[src/rtl/core/s3x_pkg.sv]
// Shared types and constants of the Scale3x pixel-art magnifier.
// No dependencies; every other file of the core imports this package.
package s3x_pkg;

    // Default sizes of the core
    localparam int DEF_MAX_WIDTH  = 2048;
    localparam int DEF_MAX_HEIGHT = 2048;
    localparam int DEF_PIXEL_BITS = 32;

    // Port field widths
    localparam int IN_PIX_BITS  = 32;
    localparam int OUT_PIX_BITS = 32;
    localparam int COORD_BITS   = 11;

    // Configuration port
    localparam int CFG_BITS     = 12;
    localparam int CFG_IDX_BITS = 2;
    localparam logic [CFG_IDX_BITS-1:0] REG_IMAGE_WIDTH  = CFG_IDX_BITS'(0);
    localparam logic [CFG_IDX_BITS-1:0] REG_IMAGE_HEIGHT = CFG_IDX_BITS'(1);
    localparam logic [CFG_BITS-1:0]     IMAGE_WIDTH_RST  = CFG_BITS'(320);
    localparam logic [CFG_BITS-1:0]     IMAGE_HEIGHT_RST = CFG_BITS'(240);

    // Depth of the job queue between front and back
    localparam int QUEUE_DEPTH = 4;

    // Which blocks a source pixel completes, plus the edge facts that steer clamping
    typedef struct packed {
        logic up_prev;   // block (c-1, r-1)
        logic up_edge;   // block (c,   r-1), last column
        logic low_prev;  // block (c-1, r),   last row
        logic low_edge;  // block (c,   r),   last row and last column
        logic col_is0;
        logic col_is1;
        logic row_is0;
        logic row_is1;
    } t_job_flags;

    // Kind of block under construction in the back end
    typedef enum logic [1:0] {
        KIND_UP_PREV,
        KIND_UP_EDGE,
        KIND_LOW_PREV,
        KIND_LOW_EDGE
    } t_blk_kind;

endpackage

[src/rtl/core/s3x_queue.sv]
// Short job queue between the front and back ends of the Scale3x core.
// Depends on s3x_pkg for the default depth.
module s3x_queue import s3x_pkg::*; #(
    parameter int DATA_BITS = 8,
    parameter int DEPTH     = QUEUE_DEPTH
) (
    input  logic                 i_clk,
    input  logic                 i_rst_n,
    input  logic                 i_push_valid,
    output logic                 o_push_ready,
    input  logic [DATA_BITS-1:0] i_push_data,
    output logic                 o_pop_valid,
    input  logic                 i_pop_ready,
    output logic [DATA_BITS-1:0] o_pop_data
);
    localparam int PTRW = (DEPTH > 1) ? $clog2(DEPTH) : 1;
    localparam int CNTW = $clog2(DEPTH + 1);

    logic [DATA_BITS-1:0] r_mem [DEPTH];
    logic [PTRW-1:0]      r_wr_ptr;
    logic [PTRW-1:0]      r_rd_ptr;
    logic [CNTW-1:0]      r_count;
    logic                 push;
    logic                 pop;

    assign o_push_ready = (r_count != CNTW'(DEPTH));
    assign o_pop_valid  = (r_count != '0);
    assign push         = i_push_valid && o_push_ready;
    assign pop          = o_pop_valid && i_pop_ready;
    assign o_pop_data   = r_mem[r_rd_ptr];

    always_ff @(posedge i_clk) begin
        if (push) begin
            r_mem[r_wr_ptr] <= i_push_data;
        end
    end

    always_ff @(posedge i_clk) begin
        if (!i_rst_n) begin
            r_wr_ptr <= '0;
            r_rd_ptr <= '0;
            r_count  <= '0;
        end else begin
            if (push) begin
                r_wr_ptr <= (r_wr_ptr == PTRW'(DEPTH - 1)) ? '0 : r_wr_ptr + PTRW'(1);
            end
            if (pop) begin
                r_rd_ptr <= (r_rd_ptr == PTRW'(DEPTH - 1)) ? '0 : r_rd_ptr + PTRW'(1);
            end
            if (push && !pop) begin
                r_count <= r_count + CNTW'(1);
            end else if (pop && !push) begin
                r_count <= r_count - CNTW'(1);
            end
        end
    end

endmodule

[config.mk]
export PLATFORM = sky130hd
export DESIGN_NAME = s3x_queue
export DESIGN_NICKNAME = d
export VERILOG_FILES = /design/src/rtl/core/s3x_pkg.sv /design/src/rtl/core/s3x_queue.sv
export SDC_FILE = /design/constraint.sdc
export NUM_CORES = 1
export LEC_CHECK = 0
export BUFFER_PORTS_ARGS = -buffer_cell sky130_fd_sc_hd__buf_2
export CAP_MARGIN = 20
export CORE_UTILIZATION = 25
export DETAILED_ROUTE_END_ITERATION = 12
export GPL_ROUTABILITY_DRIVEN = 0
export PLACE_DENSITY = 0.42
export SLEW_MARGIN = 25
export SYNTH_ARGS = -nofsm -noshare
export SYNTH_HDL_FRONTEND = slang
export SYNTH_SLANG_ARGS = --single-unit
[constraint.sdc]
create_clock -name i_clk -period 2.1 [get_ports i_clk]
set_clock_uncertainty 0.05 [all_clocks]
set_input_delay 0.315 -clock i_clk [delete_from_list [all_inputs] [get_ports i_clk]]
set_output_delay 0.315 -clock i_clk [all_outputs]
set_load 0.005 [all_outputs]
==> metrics.md, run 1 <==
| Metric | Value |
|---|---|
| Status | `complete, no violations` |
| Post-route DRC | `0` |
| Xor and xnor area share after synthesis | `1.07%` |
| Number of I/O port buffers | `21` |
| Setup crit end kind | `flip-flop` |
| FFs w/ async S/R, synth | `0%` |
| Starting density of the core | `25.8%` |
| Cell area after layout | `2000 sq um` |
| Initial antenna violation count | `0` |
| Largest net degree at the start of global routing | `13` |
| Hold Buf Count CTS | `0` |
| NumNets Final | `141` |
| Area post-placement | `1860 sq um` |
| Buf/Inv on CP | `1` |
| P per Cell Area | `1200 nW/um^2` |
| Compound-cell area share of the yosys netlist | `2.14%` |
| Reg clk slew, reported paths | `0.07 ns` |
| Worst Hold Class | `in -> reg` |
| H-tree depth | `2` |
| WL/cell | `14.4 um` |
| Final WL | `2870 um` |
| Final Cycle Share | `98.2%` |
| Synth cell types | `26` |
| Post-synth top cells | `edfxtp_1, dfxtp_1, mux4_2` |
| Worst skew pair latency | `0.28 ns` |
| # rows | `29` |
| Post-synthesis mux area share | `12.2%` |
| Arr. time, crit path | `2.23 ns` |
| First-iteration detailed-routing DRC count | `51` |
| Max Clk Rate | `485 MHz` |
| Top post-synthesis cells by area | `edfxtp_1, dfxtp_1, mux4_2, ha_1, and3_2` |
| Syn nets | `112` |
| CTS root buf | `clkbuf_8` |
| CP max FO | `5` |
| Via count | `878` |
| Clock Tree Buf Depth | `2` |
| Slowest Stage Delay on Critical Path | `0.38 ns` |
| Worst slew pin tran | `0.438 ns` |
| Synth Area in Adders | `5.81%` |
| Total gr overflow | `0` |
| Simple-gate share of the synthesized area | `7.19%` |
| Critical path's slowest cell | `fa_2` |
| Fin worst setup slack | `0.0374 ns` |
| Synth Instances | `93` |
| Fillers | `620` |
| Fin. Hold Viols | `0` |
| Ratio of cells with drive above 1 in the final layout | `45.1%` |
| Finish-stage setup viols | `0` |
| Crit path launch type | `flip-flop` |
| Largest family of logic cells by synthesized area | `multiplexers` |
| Avg Inst Size Synth | `17.6 sq um` |
| Die X | `82.9 um` |
| #FFs+latches synth | `41` |
| Register area | `1150 sq um` |
| Pre-CTS setup slack | `-0.0202 ns` |
| Multi-input gate area | `500 sq um` |
| Relative slew slack | `70.7%` |
| IO Pins | `22` |
| RSZ-0062 raised after global routing | `true` |
| P_leak | `0.000718 uW` |
| DRT Pass-1 Iters | `3` |
| EDFF count, synth | `32` |
| Count leader, synth | `edfxtp_1` |
| Worst EP required | `2.26 ns` |
| Vias in the first global route | `933` |
| Area of the core | `6350 sq um` |
| YS warnings | `0` |
| Overall global routing resource usage | `8.80%` |
| Die Ht | `82.9 um` |
| Post-synthesis sequential area ratio | `69.8%` |
| CP Cell Sequence | `or3b_4 -> and2_4 -> ha_4 -> inv_1 -> fa_2 -> xor2_1 -> or3_4 -> a21boi_1` |
| Die ar. | `6870 sq um` |
| Global-route wire length before repair | `4530 um` |
| Max-cap check violation count | `0` |
| Synth Flop Type | `edfxtp_1` |
| Routed vias/inst | `4.41` |
| Sink Count | `41` |
| CP top delay family | `simple AND/OR/NAND/NOR gates` |
| CP Class | `reg -> reg` |
| Synth-to-Final Area Change | `22.6%` |
| Post-Syn Area | `1640 sq um` |
| CTS tree | `built` |
| Reg2Reg Setup Slack | `0.04 ns` |
| Synth top area share | `58.8%` |
| Max-slew violations | `0` |
| # diodes | `0` |
| Leading area contributor after synthesis | `edfxtp_1` |
| Final ANT Viol Nets | `0` |
| TritonCTS buffer count | `5` |
| Tmin final | `2.06 ns` |
| VDD IR-drop max | `596 uV` |
==> worst reg2reg max path, stage by stage, from the launching register on <==
cell and delay, ns:
dfxtp_4 0.37, or3b_4 0.24, and2_4 0.15, ha_4 0.13, inv_1 0.05, fa_2 0.38
xor2_1 0.18, or3_4 0.32, a21boi_1 0.13
==> cell usage in the layout, fill, tap and decap left out, types with 2 or more instances in the layout <==
cell,synthesis,layout
o21ai_0,4,4
and3_2,4,4
edfxtp_1,32,32
mux2i_1,2,2
dfxtp_1,9,6
nand3_1,2,2
buf_2,1,21
nor2_1,2,2
clkbuf_8,0,5
ha_1,6,5
dfxtp_4,0,2
mux4_2,8,8
buf_4,0,5
nand2_1,5,5
inv_1,3,3
==> path summary, 6_finish.rpt <==
check	from	endpoint	cells after the start
min	i_push_data[5]	r_mem[1][5]$_DFFE_PP_	1
max	r_count[2]$_SDFFE_PN0P_	r_count[2]$_SDFFE_PN0P_	8
max reg2reg	r_count[2]$_SDFFE_PN0P_	r_count[2]$_SDFFE_PN0P_	8
min reg2reg	r_wr_ptr[1]$_SDFFE_PN0P_	r_wr_ptr[1]$_SDFFE_PN0P_	2
==> sequential cells by signal, summed over array words and instances (netlist names), named ones only <==
signal    cells
r_mem        32
r_wr_ptr      2
r_rd_ptr      2
r_count       3
==> final cells by class <==
type / count / area share, %
clock buffers: 5 / 3.43
clock inverters: 2 / 1.75
inverters: 3 / 0.562
multi-input cells: 45 / 25.0
flip-flops and latches: 41 / 57.4
well taps: 77 / 4.81
repair buffers: 26 / 7.12
==> kinds of logic (layout without fill, tap and decap cells) <==
logic type | count (synthesis) | in the layout
compound gates | 6 | 6
simple gates | 20 | 20
flops | 41 | 41
buf+inv | 7 | 36
fa+ha+maj | 7 | 7
xor+xnor | 2 | 2
mux | 10 | 10
==> report_power, final <==
group	switching, uW	total, uW	internal, uW
clock	256	601	345
combinational	297	694	397
sequential	93.3	1110	1010
total	647	2400	1760
==> layer usage <==
metal	track usage [%]	up-vias	part of all wire [%]
met5	0	-	0
met4	4.08	0	1.4
met3	2.98	5	4.4
met2	14.7	19	49
met1	10.2	446	45
li1	-	408	-
==> per-stage QoR <==
step / utilization [%] / cells / hold slack [ns] / total power, uW / TNS [ns]
final: 31.6 / 199 / 0.190 / 2400 / 0
after global routing: 31.6 / 199 / 0.180 / 2540 / -0.0225
after floorplan: - / 93 / 0.364 / 1520 / 0
after global placement: 29.3 / 190 / 0.441 / 1720 / 0
after CTS: 31.3 / 197 / 0.181 / 2410 / 0
after detailed placement: 29.3 / 190 / 0.457 / 1760 / -0.0202
==> repair_timing <==
| action | 4_1_cts | 5_1_grt |
|---|---|---|
| pin swaps | 1 | 5 |
| endpoints found under the setup margin | 1 | 1 |
| cloned | 0 | 0 |
| setup buffers | 0 | 2 |
| gates resized for setup | 4 | 1 |
No activity file was read; power rests on OpenSTA's default activity.
==> inputs of run 2 (changes only) <==
--- a/config.mk
+++ b/config.mk
@@ -7,10 +7,10 @@
 export LEC_CHECK = 0
 export BUFFER_PORTS_ARGS = -buffer_cell sky130_fd_sc_hd__buf_2
 export CAP_MARGIN = 20
-export CORE_UTILIZATION = 25
+export CORE_UTILIZATION = 50
 export DETAILED_ROUTE_END_ITERATION = 12
 export GPL_ROUTABILITY_DRIVEN = 0
-export PLACE_DENSITY = 0.42
+export PLACE_DENSITY = 0.73
 export SLEW_MARGIN = 25
 export SYNTH_ARGS = -nofsm -noshare
 export SYNTH_HDL_FRONTEND = slang
==> run 2 against run 1 <==
Net effect: via count is 2.4% lower; fmax decreased by 2.0%; register-to-register slack lost 0.04 ns; the flow now finishes with violations (negative setup slack); critical endpoint unchanged; worst hold slack worse by 0.064 ns; combinational power up 4.3%; sequential share of layout area rose by 1.7 points; routed wire length is 11% lower.
==> metrics.md, run 2 (same netlist as run 1, synthesis figures left out) <==
| Metric | Value |
|---|---|
| RSZ-0062 raised after global routing | `true` |
| Routed vias/inst | `5.13 (+16%)` |
| P_sw | `623 uW (-3.6%)` |
| Status | `finished, violations left` |
| Die Ht | `59.2 um (-29%)` |
| Post-route DRC | `0 (unchanged)` |
| Largest regs | `r_mem: 32 flops, r_count: 3 flops` |
| Reg2reg end | `r_count[2]$_SDFFE_PN0P_` |
| First-iteration detailed-routing DRC count | `23 (-55%)` |
| Clock Tree Buf Depth | `2 (unchanged)` |
| Critical R2R Launch | `r_count[2]$_SDFFE_PN0P_` |
| Final WL | `2540 um (-11%)` |
| Area of the core | `3080 sq um (-52%)` |
| Global-route wire length before repair | `3990 um (-12%)` |
| CTS tree | `built` |
| Ratio of cells with drive above 1 in the final layout | `45.5% (+0.45 points)` |
| H-tree depth | `2 (unchanged)` |
| Worst slew pin tran | `0.395 ns (-0.0435 ns)` |
| Starting density of the core | `53.1% (+27 points)` |
| Tmin final | `2.11 ns (+0.0431 ns)` |
| Max FFs per register | `32 (unchanged)` |
| Sequential Power Share | `48.0% (+1.9 points)` |
| Sink Count | `41 (unchanged)` |
| Via count | `857 (-2.4%)` |
| Slowest Stage Delay on Critical Path | `0.40 ns (+0.02 ns)` |
| Sw frac | `27.1% (+0.14 points)` |
| Final ANT Viol Nets | `0 (unchanged)` |
| CTS root buf | `clkbuf_4` |
| Pre-CTS setup slack | `0.0211 ns (+0.0413 ns)` |
| Worst Hold Depth | `1 (unchanged)` |
| CP max FO | `3 (-2)` |
| Cells after DPL | `157 (-17%)` |
| CP Cell Sequence | `buf_12 -> o31ai_4 -> ha_4 -> inv_1 -> fa_2 -> xor2_1 -> or3_2 -> a21boi_1` |
| Fin. Hold Viols | `0 (unchanged)` |
| Worst r2r path cells | `8 (unchanged)` |
| Critical path's slowest cell | `or3_2` |
| Proportion of power drawn by the clock network | `20.6% (-4.4 points)` |
| Overall global routing resource usage | `17.0% (+8.2 points)` |
| Largest net degree at the start of global routing | `13 (unchanged)` |
| Finish-stage setup viols | `1 (+1)` |
| Non-Filler Instances | `167 (-16%)` |
| Reg clk slew, reported paths | `0.12 ns (+0.05 ns)` |
| Comb pwr share | `31.4% (+2.5 points)` |
| Die X | `59.2 um (-29%)` |
| Setup crit end kind | `flip-flop` |
| Fin worst setup slack | `-0.00567 ns (-0.0431 ns)` |
| Worst EP required | `2.32 ns (+0.06 ns)` |
| Cell area after layout | `1950 sq um (-2.7%)` |
| Max Clk Rate | `475 MHz (-2.0%)` |
| Final core occ | `63.4% (+32 points)` |
| CP Class | `reg -> reg` |
| Initial antenna violation count | `0 (unchanged)` |
| NumNets Final | `142 (+0.71%)` |
| P per Cell Area | `1180 nW/um^2 (-1.5%)` |
| Vias in the first global route | `865 (-7.3%)` |
| Setup TNS | `-0.00567 ns (-0.00567 ns)` |
| Crit path launch type | `flip-flop` |
| Number of I/O port buffers | `21 (unchanged)` |
| Final Cycle Share | `100% (+2.1 points)` |
| Relative slew slack | `73.6% (+2.9 points)` |
| Most common cell after layout, fill and taps aside | `edfxtp_1` |
| IO Pins | `22 (unchanged)` |
| Die ar. | `3500 sq um (-49%)` |
| Arr. time, crit path | `2.32 ns (+0.09 ns)` |
| VDD IR-drop max | `782 uV (+31%)` |
| DRT Pass-1 Iters | `4 (+1)` |
| Reg2Reg Setup Slack | `-0.006 ns (-0.04 ns)` |
| P_leak | `0.000713 uW (-0.65%)` |
| Synth-to-Final Area Change | `19.3%` |
| Total gr overflow | `0 (unchanged)` |
| # rows | `20 (-31%)` |
| Hold_sp | `i_push_data[0]` |
| Failing checks | `negative setup slack` |
| Worst Hold Class | `in -> reg` |
| Commonest non-fill, non-tap cells in the layout | `edfxtp_1, buf_2, mux4_2, dfxtp_1` |
| Area post-placement | `1820 sq um (-2.2%)` |
| TritonCTS buffer count | `5 (unchanged)` |
| Max-slew violations | `0 (unchanged)` |
| Detailed placer's ending HPWL | `1720 um` |
| WL/cell | `15.2 um (+5.5%)` |
| Fillers | `233 (-62%)` |
| Internal power | `1680 uW (-4.3%)` |
| Top reg by flops | `r_mem` |
| Max-cap check violation count | `0 (unchanged)` |
| Worst Hold End | `r_mem[1][0]$_DFFE_PP_` |
| # diodes | `0 (unchanged)` |
| Worst skew pair latency | `0.33 ns (+0.05 ns)` |
==> run 2: changes by cell type in the layout (fill, tap and decap cells not counted) <==
cell,delta
clkbuf_8,-5
dfxtp_2,-1
or3_4,-1
clkbuf_4,+5
buf_12,+1
or3_2,+1
dfxtp_4,+1
==> run 2: timing repair <==
item,CTS,global route
resized for setup,0,5
hold buffers,0,0
setup buffers,0,3
setup endpoints to repair,0,1
==> run 2: final cells by class <==
type	instances	area (sq um)	share of cell area, %
multi-input cells	45	497	25.5
repair buffers	27	163	8.34
inverters	3	11.3	0.577
clock inverters	2	35.0	1.80
clock buffers	5	37.5	1.92
well taps	44	55.1	2.82
flip-flops and latches	41	1150	59.1
==> run 2: critical path, delay by kind of cell (launching register included) <==
| kind | cells | cell delay, ns |
|---|---|---|
| xor gates and xnor gates | 1 | 0.16 |
| and+or+nand+nor | 1 | 0.40 |
| adders and majority gates | 2 | 0.52 |
| buffers and inverters | 2 | 0.17 |
| DFF | 1 | 0.37 |
| AOI/OAI and AO/OA | 2 | 0.36 |
==> run 2: stage by stage <==
step	total power (uW)	hold slack, ns
5_1_grt	2450	0.108
3_3_place_gp	1710	0.437
3_5_place_dp	1740	0.444
6_report	2300	0.126
4_1_cts	2210	0.123
2_1_floorplan	1520	0.364
==> run 2: how the worst max path moves through the flow <==
stage	startpoint	end	slack [ns]	cells after the start
2_1_floorplan	r_count[1]$_SDFFE_PN0P_	r_count[2]$_SDFFE_PN0P_	0.01	9
3_3_place_gp	r_count[1]$_SDFFE_PN0P_	r_count[2]$_SDFFE_PN0P_	0.1	8
3_5_place_dp	r_count[1]$_SDFFE_PN0P_	r_count[2]$_SDFFE_PN0P_	0.02	7
4_1_cts	r_count[1]$_SDFFE_PN0P_	r_count[2]$_SDFFE_PN0P_	0.008	7
5_1_grt	r_count[2]$_SDFFE_PN0P_	r_count[2]$_SDFFE_PN0P_	-0.1	8
6_report	r_count[2]$_SDFFE_PN0P_	r_count[2]$_SDFFE_PN0P_	-0.006	8
==> run 2: per-layer routing <==
layer  global-route usage [%]  up-vias  share of wire, %
li1                         -      417                 -
met1                     17.4      415                38
met2                     30.5       18                57
met3                     4.80        7               3.2
met4                     10.2        0               2.4
met5                        0        -                 0
==> run 2: power by group through the flow <==
stage / combinational (uW) / sequential (uW) / clock [uW]
6_report: 724 / 1110 / 474
5_1_grt: 812 / 1120 / 520
4_1_cts: 631 / 1100 / 484
3_5_place_dp: 626 / 1120 / 0
3_3_place_gp: 605 / 1100 / 0
2_1_floorplan: 436 / 1080 / 0
